File: src/rtl/core/fpp_pkg.sv
// ----------------------------------------------------------------------------
// Fixed partition placement package
// Shared types, sizes and codes for the partition placement block.
// ----------------------------------------------------------------------------
package fpp_pkg;

    localparam int NUM_BLOCKS  = 5;
    localparam int SIZE_REGS   = 5;
    localparam int IDX_W       = 3;
    localparam int SIZE_W      = 16;
    localparam int CFG_IDX_W   = 3;
    localparam int CFG_DATA_W  = 16;

    localparam logic [SIZE_W-1:0] DEFAULT_CAP = 16'd300;

    localparam logic OP_ALLOC   = 1'b0;
    localparam logic OP_RESTART = 1'b1;

    localparam logic [1:0] STRAT_FIRST = 2'd0;
    localparam logic [1:0] STRAT_BEST  = 2'd1;
    localparam logic [1:0] STRAT_WORST = 2'd2;
    localparam logic [1:0] STRAT_NEXT  = 2'd3;

    localparam logic [1:0] STATUS_ALLOC   = 2'd0;
    localparam logic [1:0] STATUS_NOFIT   = 2'd1;
    localparam logic [1:0] STATUS_RESTART = 2'd2;

    localparam logic [CFG_IDX_W-1:0] REG_STRATEGY = 3'd0;
    localparam logic [CFG_IDX_W-1:0] REG_SIZE0    = 3'd1;

    typedef struct packed {
        logic              op;
        logic [SIZE_W-1:0] request_size;
    } in_beat_t;

    typedef struct packed {
        logic [1:0]       status;
        logic [IDX_W-1:0] block_index;
    } out_beat_t;

endpackage

File: src/rtl/core/fixed_partition_placement.sv
// ----------------------------------------------------------------------------
// Fixed partition placement
// Picks a partition for each allocate beat by first, best, worst or next fit
// and tracks the used amount and full flag of every partition.
// ----------------------------------------------------------------------------
//  Channel   Ports                          Direction  Payload
//  s_        s_valid, s_ready, s_data       in         op, request_size
//  m_        m_valid, m_ready, m_data       out        status, block_index
//  cfg_      cfg_wr_en, cfg_index, cfg_wdata in        strategy, block sizes
//
// An allocate beat passes from idle through a scan, an update when a partition
// was chosen, and a finish state that hands the result to the output register:
// one shared subtract and compare unit visits one partition per cycle. A restart beat goes from idle to finish.
// Reset is synchronous and active low; sizes return to 300, allocations clear.
// The block takes a new beat only when idle, and holds a finished result in
// its output register while m_ready is low.
module fixed_partition_placement (
    input  logic                             aclk,
    input  logic                             aresetn,
    input  logic                             s_valid,
    output logic                             s_ready,
    input  fpp_pkg::in_beat_t                s_data,
    output logic                             m_valid,
    input  logic                             m_ready,
    output fpp_pkg::out_beat_t               m_data,
    input  logic                             cfg_wr_en,
    input  logic [fpp_pkg::CFG_IDX_W-1:0]    cfg_index,
    input  logic [fpp_pkg::CFG_DATA_W-1:0]   cfg_wdata
);
    import fpp_pkg::*;

    localparam logic [1:0] S_IDLE   = 2'd0;
    localparam logic [1:0] S_SCAN   = 2'd1;
    localparam logic [1:0] S_UPDATE = 2'd2;
    localparam logic [1:0] S_FINISH = 2'd3;

    logic [1:0]        state_reg;
    logic [1:0]        strategy_reg;
    logic [SIZE_W-1:0] size_reg [SIZE_REGS];
    logic [SIZE_W-1:0] used_reg [NUM_BLOCKS];
    logic              full_reg [NUM_BLOCKS];
    logic [IDX_W-1:0]  next_start_reg;
    logic [IDX_W-1:0]  start_reg;
    logic [IDX_W-1:0]  step_reg;
    logic [SIZE_W-1:0] req_reg;
    logic              chosen_valid_reg;
    logic [IDX_W-1:0]  chosen_reg;
    logic [SIZE_W-1:0] best_reg;
    logic [SIZE_W-1:0] sum_reg;
    out_beat_t         result_reg;
    logic              m_valid_reg;
    out_beat_t         m_data_reg;

    logic [IDX_W:0]    pos_sum;
    logic [IDX_W-1:0]  scan_idx;
    logic [SIZE_W-1:0] cap;
    logic [SIZE_W+1:0] leftover;
    logic              fits;
    logic              take;
    logic              stop_early;
    logic              last_step;
    logic [IDX_W-1:0]  cfg_size_idx;

    assign s_ready = (state_reg == S_IDLE);
    assign m_valid = m_valid_reg;
    assign m_data  = m_data_reg;

    assign pos_sum  = {1'b0, start_reg} + {1'b0, step_reg};
    assign scan_idx = (pos_sum >= (IDX_W+1)'(NUM_BLOCKS))
                    ? IDX_W'(pos_sum - (IDX_W+1)'(NUM_BLOCKS)) : pos_sum[IDX_W-1:0];

    always_comb begin
        if (scan_idx < IDX_W'(SIZE_REGS)) begin
            cap = size_reg[scan_idx];
        end else begin
            cap = DEFAULT_CAP;
        end
    end

    assign leftover = {2'b00, cap} - {2'b00, used_reg[scan_idx]} - {2'b00, req_reg};
    assign fits     = !full_reg[scan_idx] && !leftover[SIZE_W+1];
    assign take     = fits && (!chosen_valid_reg
                    || (strategy_reg == STRAT_BEST  && leftover[SIZE_W-1:0] < best_reg)
                    || (strategy_reg == STRAT_WORST && leftover[SIZE_W-1:0] > best_reg));
    assign stop_early = fits && (strategy_reg == STRAT_FIRST || strategy_reg == STRAT_NEXT);
    assign last_step  = (step_reg == IDX_W'(NUM_BLOCKS - 1));
    assign cfg_size_idx = cfg_index - REG_SIZE0;

    always_ff @(posedge aclk) begin
        if (!aresetn) begin
            strategy_reg <= STRAT_FIRST;
            for (int i = 0; i < SIZE_REGS; i++) begin
                size_reg[i] <= DEFAULT_CAP;
            end
        end else if (cfg_wr_en) begin
            if (cfg_index == REG_STRATEGY) begin
                strategy_reg <= cfg_wdata[1:0];
            end else if (cfg_index >= REG_SIZE0
                         && cfg_index < REG_SIZE0 + CFG_IDX_W'(SIZE_REGS)) begin
                size_reg[cfg_size_idx] <= cfg_wdata[SIZE_W-1:0];
            end
        end
    end

    always_ff @(posedge aclk) begin
        if (!aresetn) begin
            state_reg        <= S_IDLE;
            next_start_reg   <= '0;
            chosen_valid_reg <= 1'b0;
            m_valid_reg      <= 1'b0;
            for (int i = 0; i < NUM_BLOCKS; i++) begin
                used_reg[i] <= '0;
                full_reg[i] <= 1'b0;
            end
        end else begin
            if (m_valid_reg && m_ready && state_reg != S_FINISH) begin
                m_valid_reg <= 1'b0;
            end
            unique case (state_reg)
                S_IDLE: begin
                    if (s_valid) begin
                        req_reg          <= s_data.request_size;
                        step_reg         <= '0;
                        chosen_valid_reg <= 1'b0;
                        if (strategy_reg == STRAT_NEXT
                            && next_start_reg < IDX_W'(NUM_BLOCKS)) begin
                            start_reg <= next_start_reg;
                        end else begin
                            start_reg <= '0;
                        end
                        if (s_data.op == OP_RESTART) begin
                            for (int i = 0; i < NUM_BLOCKS; i++) begin
                                used_reg[i] <= '0;
                                full_reg[i] <= 1'b0;
                            end
                            next_start_reg         <= '0;
                            result_reg.status      <= STATUS_RESTART;
                            result_reg.block_index <= '0;
                            state_reg              <= S_FINISH;
                        end else begin
                            state_reg <= S_SCAN;
                        end
                    end
                end
                S_SCAN: begin
                    step_reg <= step_reg + 1'b1;
                    if (take) begin
                        chosen_valid_reg <= 1'b1;
                        chosen_reg       <= scan_idx;
                        best_reg         <= leftover[SIZE_W-1:0];
                        sum_reg          <= used_reg[scan_idx] + req_reg;
                    end
                    if (stop_early || last_step) begin
                        if (take || chosen_valid_reg) begin
                            state_reg <= S_UPDATE;
                        end else begin
                            result_reg.status      <= STATUS_NOFIT;
                            result_reg.block_index <= '0;
                            state_reg              <= S_FINISH;
                        end
                    end
                end
                S_UPDATE: begin
                    used_reg[chosen_reg] <= sum_reg;
                    if (best_reg == '0) begin
                        full_reg[chosen_reg] <= 1'b1;
                    end
                    if (strategy_reg == STRAT_NEXT) begin
                        if (chosen_reg == IDX_W'(NUM_BLOCKS - 1)) begin
                            next_start_reg <= '0;
                        end else begin
                            next_start_reg <= chosen_reg + 1'b1;
                        end
                    end
                    result_reg.status      <= STATUS_ALLOC;
                    result_reg.block_index <= chosen_reg;
                    state_reg              <= S_FINISH;
                end
                S_FINISH: begin
                    if (!m_valid_reg || m_ready) begin
                        m_valid_reg <= 1'b1;
                        m_data_reg  <= result_reg;
                        state_reg   <= S_IDLE;
                    end
                end
                default: begin
                    state_reg <= S_IDLE;
                end
            endcase
        end
    end

`ifndef NO_ASSERTIONS
    a_busy_after_accept: assert property (@(posedge aclk) disable iff (!aresetn)
        (s_valid && s_ready) |=> !s_ready)
        else $error("block accepted a beat and stayed ready");

    a_update_has_choice: assert property (@(posedge aclk) disable iff (!aresetn)
        (state_reg == S_UPDATE) |-> (chosen_valid_reg && chosen_reg < IDX_W'(NUM_BLOCKS)))
        else $error("update without a chosen partition");

    a_next_start_range: assert property (@(posedge aclk) disable iff (!aresetn)
        next_start_reg < IDX_W'(NUM_BLOCKS))
        else $error("next fit pointer out of range");

    a_status_code: assert property (@(posedge aclk) disable iff (!aresetn)
        m_valid |-> (m_data.status == STATUS_ALLOC || m_data.status == STATUS_NOFIT
                     || m_data.status == STATUS_RESTART))
        else $error("illegal status code");

    a_index_zero: assert property (@(posedge aclk) disable iff (!aresetn)
        (m_valid && m_data.status != STATUS_ALLOC) |-> (m_data.block_index == '0))
        else $error("nonzero index without an allocation");
`endif

endmodule

File: config.mk
export PLATFORM = sky130hd
export DESIGN_NAME = fixed_partition_placement
export DESIGN_NICKNAME = d
export VERILOG_FILES = /design/src/rtl/core/fpp_pkg.sv /design/src/rtl/core/fixed_partition_placement.sv
export SDC_FILE = /design/constraint.sdc
export NUM_CORES = 1
export LEC_CHECK = 0
export BUFFER_PORTS_ARGS = -buffer_cell sky130_fd_sc_hd__buf_4
export CORE_UTILIZATION = 25
export CTS_BUF_LIST = sky130_fd_sc_hd__clkbuf_16
export CTS_CLUSTER_DIAMETER = 80
export DETAILED_ROUTE_END_ITERATION = 10
export PLACE_DENSITY_LB_ADDON = 0.2
export SYNTH_ARGS = -nofsm -noshare
export SYNTH_HDL_FRONTEND = slang
export SYNTH_SLANG_ARGS = --single-unit
File: constraint.sdc
create_clock -name aclk -period 29.7 [get_ports aclk]
set_input_delay 2.97 -clock aclk [delete_from_list [all_inputs] [get_ports aclk]]
set_output_delay 2.97 -clock aclk [all_outputs]
set_load 0.01 [all_outputs]
==> flow_summary.yaml, run 1 <==
yosys:
  yosys-top-cells-area: "edfxtp_1 55%, ha_1 6.9%, and2_1 6.0%"
  yosysWarnings: 0
  yosysSeqAreaShare_pct: 57.46
  synthArstFlopShare_pct: 0
  ys.flop_type: "edfxtp_1"
  avgSynthCellArea_um2: 12.53
  synth_top_cell_area_share_pct: 55.19
  netlist_area_mm2: 0.01496
  ys_ff_latch: 292
  syn_inst: 1194
  synth_top_cell_by_area: "edfxtp_1"
  synth_cell_types: 64
  synth-edff-count: 275
  synth_nets: 1322
sta:
  setup_viol: 0
  max_freq_ghz: 0.09449
  fin_setup_tns_ns: 0
  layout_min_cycle_time_ns: 10.58
  slew_violations: 0
  fin_crit_sh_pct: 35.64
  rsz0062_at_grt: "no"
  maxSlewHeadroom_pct: 23.97
  worst_pin_slew_ns: 1.140
  fin_skew_ns: 0.04203
  hold_viol: 0
die:
  initial_utilization_pct: 25.31
  rows: 89
  coreArea_mm2: 0.05913
  fp.dieW_um: 246.6
  dieArea_mm2: 0.06083
  die_h_um: 246.6
  io_pins: 48
critical_path:
  worstSetupPathType: "reg -> reg"
  cp-start-kind: "flop"
  crit_slowest_cell: "a211oi_4"
  critPathMaxStageDelay_ns: 0.85
  r2r_slack_ns: 19.12
  cp_common_cell: "ha_1"
  cp_max_fo: 52
  timing.critical_path.from: "step_reg[0]$_SDFFCE_PN0P_"
  worstPathRequired_ns: 29.92
  worstSetupEndpointType: "flop"
  reg2reg_from: "step_reg[0]$_SDFFCE_PN0P_"
  arrival_ns: 10.81
cells_and_area:
  final_cell_mix: "275 x edfxtp_1, 143 x and2_1, 89 x inv_1"
  area_delta_synth_final_pct: 16.91
  regArea_mm2: 0.008598
  largest_register_ffs: 128
  fin_nets: 1390
  drive_gt1_share_pct: 14.00
  multi_input_area_mm2: 0.005953
  antenna_cells: 0
  nFillCells: 5986
  finalInstanceArea_mm2: 0.01749
  final_common_cell: "edfxtp_1"
flow_run:
  max_cap_violations: 0
detailed_routing:
  remaining_drc_errors: 4
  met1_length_um: 18760
  wirelength_um: 39790
  ant_nets: 0
  first_iter_violations: 509
  avgViaCountPerCell: 4.513
  routed.top_layer: "met4"
  vias: 9292
  wl_per_cell_um: 19.33
  met3WireLength_um: 1533
  drtPass1Iterations: 8
  met2_length_um: 18820
outcome:
  violations: "DRC"
  status: "finished, violations left"
clock_tree:
  cts_root_buf: "clkbuf_16"
  cts_tree: "yes"
  clock_path_buffers: 3
  clock_latency_ns: 0.58
  cts.sinks: 292
  cts_hold_buf: 0
  cts_setup_buffers: 0
  cts_made_buffers: 37
  path_clk_slew_ns: 0.05
  htree_levels: 2
  cts-resized-gates: 0
global_route:
  grt_max_degree: 53
  grt_remaining_overflow: 0
  grt_usage_pct: 13.30
  antenna_found_initial: 0
  grt_pass1_vias: 9451
  grt_pass1_wl_um: 59640
placement:
  port_buffers: 47
  place_area_mm2: 0.01634
  gp_congestion: 0.8233
  hpwl_um: 27200
worst_hold_path:
  holdCritStartpoint: "result_reg[2]$_DFFE_PP_"
  hold_path.class: "reg -> reg"
## cells in the mapped netlist, types with 3 or more instances
library cell    n
a22oi_1        11
ha_1           83
and2_1        143
mux2i_1         9
a211oi_1        7
o22ai_1         4
a22o_1          8
a31o_2          4
dfxtp_1        17
buf_1           5
o21ai_0        50
edfxtp_1      275
a31oi_1         6
mux4_2         35
nor4_1          5
a21boi_0        5
nor3_1         12
and3_1         13
o211ai_1        3
or3_1          26
nand2_1        83
or2_2           3
o21a_1          9
clkbuf_1       34
xor2_1         11
inv_1          77
xnor2_1        28
nand3_1        12
nand2b_1       16
a21o_1         17
a21oi_1        55
nand4_1         5
fa_1            4
nor2b_1        10
nor2_1         62
o22a_1         11
## worst max-delay path: cells and delay by family, from the launching register on
family	cells	cell delay (ns)
compound gates	16	3.74
fa+ha+maj	6	1.83
buf+inv	6	1.83
simple gates	12	1.70
mux	2	0.50
flops	1	0.43
xor+xnor	1	0.17
## area by class of cell
| class | instances | share of cell area (%) |
|---|---|---|
| clock buffers | 37 | 5.293 |
| inverters | 80 | 1.717 |
| clock inverters | 26 | 1.273 |
| well taps | 773 | 5.529 |
| flip-flops and latches | 292 | 49.15 |
| repair buffers | 70 | 3.004 |
| multi-input cells | 781 | 34.03 |
## logic make-up after synthesis
group | count (synthesis) | synth area share [%]
AOI/OAI and AO/OA | 209 | 9.173
xor gates and xnor gates | 40 | 2.467
adders and majority gates | 87 | 7.476
buffers and inverters | 121 | 3.052
DFF | 292 | 57.46
muxes | 46 | 6.121
and+or+nand+nor | 399 | 14.25
## per-layer routing
layer / vias to the layer above / GRT usage (%)
met3: 43 / 2.429
met1: 4587 / 17.74
met4: 0 / 3.195
li1: 4505 / -
met2: 157 / 22.15
met5: - / 0
## final timing paths
path / end / depth (start not counted)
hold reg to reg: m_data[2]$_DFFE_PP_ / 0
setup reg to reg: best_reg[4]$_DFFE_PP_ / 43
setup / recovery: best_reg[4]$_DFFE_PP_ / 43
hold / removal: m_data[2]$_DFFE_PP_ / 0
## per-stage QoR
| step | utilization [%] | worst slack [ns] | cells | hold slack [ns] |
|---|---|---|---|---|
| 6_report | 29.58 | 19.12 | 2059 | 0.4225 |
| 5_1_grt | 29.58 | 18.06 | 2059 | 0.4319 |
| 4_1_cts | 29.58 | 18.97 | 2059 | 0.4241 |
| 3_5_place_dp | 27.64 | 19.00 | 1996 | 0.4102 |
| 3_3_place_gp | 27.64 | 19.08 | 1996 | 0.4031 |
| 2_1_floorplan | - | 18.83 | 1194 | 0.4003 |
Power of run 1 is left out: the tool's default activity adds up to more than one toggle a clock period on the data nets, which glitch-free logic cannot reach.
==> run 2, diff against run 1 <==
- clock period: 29.7 -> 8.48 ns (I/O delays scaled with it)
==> run 2 against run 1 <==
Against the previous run:
- the run still ends with DRC left
- setup slack worse by 19 ns
- die area stayed put
- utilization is 1.6 points higher
- routed wire length is 3.8% higher
- final cell count is 3.4% higher
==> flow_summary.yaml, run 2 (same netlist as run 1, synthesis figures left out) <==
critical_path:
  crit_slowest_cell: "fa_1"
  worstSetupEndpointType: "flop"
  cp-start-kind: "flop"
  reg2reg_to: "best_reg[1]$_DFFE_PP_"
  arrival_ns: 8.60
  crit_family: "compound AO/OA/AOI/OAI gates"
  cp.depth: 39
  timing.critical_path.from: "step_reg[0]$_SDFFCE_PN0P_"
  cp_common_cell: "o21ai_0"
  cp_max_fo: 6
  r2r_slack_ns: 0.14
  reg2reg_from: "step_reg[0]$_SDFFCE_PN0P_"
  worstSetupPathType: "reg -> reg"
  timing.critical_path.to: "best_reg[1]$_DFFE_PP_"
  worstPathRequired_ns: 8.74
  r2r_cells: 39
  critPathMaxStageDelay_ns: 0.48
  worst-path-buf-inv: 8
detailed_routing:
  ant_nets: 0
  remaining_drc_errors: 10
  wl_per_cell_um: 19.40
  drtPass1Iterations: 10
  first_iter_violations: 591
  avgViaCountPerCell: 4.503
  wirelength_um: 41320
  vias: 9592
clock_tree:
  clock_latency_ns: 0.56
  cts_made_buffers: 37
  cts_tree: "yes"
  htree_levels: 2
  clock_path_buffers: 3
  cts_hold_buf: 0
  path_clk_slew_ns: 0.06
  cts.sinks: 292
  cts_root_buf: "clkbuf_16"
sta:
  slew_violations: 0
  worst_pin_slew_ns: 1.101
  worst_hold_slack_ns: 0.4178
  maxSlewHeadroom_pct: 26.62
  layout_min_cycle_time_ns: 8.337
  fin_crit_sh_pct: 98.32
  rsz0062_at_grt: "yes"
  hold_viol: 0
  fin_setup_tns_ns: 0
  setup_viol: 0
  fin_skew_ns: 0.02411
  max_freq_ghz: 0.1199
  final.setup.worst_slack_ns: 0.1427
cells_and_area:
  drive_gt1_share_pct: 21.52
  final_cell_mix: "275 x edfxtp_1, 143 x and2_1, 121 x buf_4"
  fin_nets: 1457
  final_common_cell: "edfxtp_1"
  area_delta_synth_final_pct: 23.24
  nFillCells: 5890
  largest_register_ffs: 128
  antenna_cells: 0
  final_util_pct: 31.19
global_route:
  grt_remaining_overflow: 0
  grt_pass1_wl_um: 61220
  antenna_found_initial: 0
  grt_pass1_vias: 9740
  grt_usage_pct: 13.63
  grt_max_degree: 23
die:
  die_h_um: 246.6
  fp.dieW_um: 246.6
  initial_utilization_pct: 25.31
  rows: 89
  io_pins: 48
  dieArea_mm2: 0.06083
  coreArea_mm2: 0.05913
worst_hold_path:
  hold_path.class: "reg -> reg"
outcome:
  violations: "DRC"
  status: "finished, violations left"
placement:
  hpwl_um: 27910
  gp_congestion: 0.8078
  pre_cts_ws_ns: 0.007527
  port_buffers: 47
flow_run:
  max_cap_violations: 0
run 2: cell types whose count changed in the layout (fill, tap and decap cells not counted), moves of 6 or more:
cell | before | now
inv_1 | 89 | 79
buf_4 | 70 | 121
nand2_1 | 83 | 74
buf_12 | 0 | 6
ha_1 | 83 | 77
nand2_2 | 0 | 9
run 2: stage by stage:
stage	cell area, µm²	std cells
4_1_cts	17930	2097
2_1_floorplan	15050	1194
3_3_place_gp	16680	2030
6_report	18440	2130
3_5_place_dp	16680	2030
5_1_grt	18440	2130
run 2: final cells by class:
| cell class | count | area [µm²] | share of cell area, % |
|---|---|---|---|
| inverter | 80 | 312.8 | 1.696 |
| timing repair buffer | 136 | 1165 | 6.317 |
| multi-input combinational | 781 | 6141 | 33.30 |
| tap | 773 | 967.2 | 5.245 |
| clock inverter | 29 | 296.5 | 1.608 |
| clock buffer | 38 | 950.9 | 5.157 |
| timing repair inverter | 1 | 8.758 | 0.04750 |
| sequential | 292 | 8598 | 46.63 |
run 2: repair_timing:
| item | CTS | global route |
|---|---|---|
| gates cloned | 0 | 4 |
| pin swaps | 0 | 35 |
| buffers inserted | 0 | 29 |
| gates resized for setup | 1 | 52 |
| endpoints found under the setup margin | 13 | 35 |
run 2: how the worst min path moves through the flow:
stage                                        from                  end  depth (start not counted)
after global placement    result_reg[4]$_DFFE_PP_  m_data[4]$_DFFE_PP_                          0
after floorplan           result_reg[0]$_DFFE_PP_  m_data[0]$_DFFE_PP_                          0
after detailed placement  result_reg[3]$_DFFE_PP_  m_data[3]$_DFFE_PP_                          0
after CTS                 result_reg[0]$_DFFE_PP_  m_data[0]$_DFFE_PP_                          0
final                     result_reg[0]$_DFFE_PP_  m_data[0]$_DFFE_PP_                          0
after global routing      result_reg[3]$_DFFE_PP_  m_data[3]$_DFFE_PP_                          0
run 2: per-layer routing:
metal  up-vias  track usage (%)  part of all wire [%]
met1      4766            17.83                    46
met3        45            2.723                   3.6
met5         -                0                     0
met2       126            22.96                    49
li1       4655                -                     -
met4         0            3.232                   1.8
Power of run 2 is left out for the same reason.
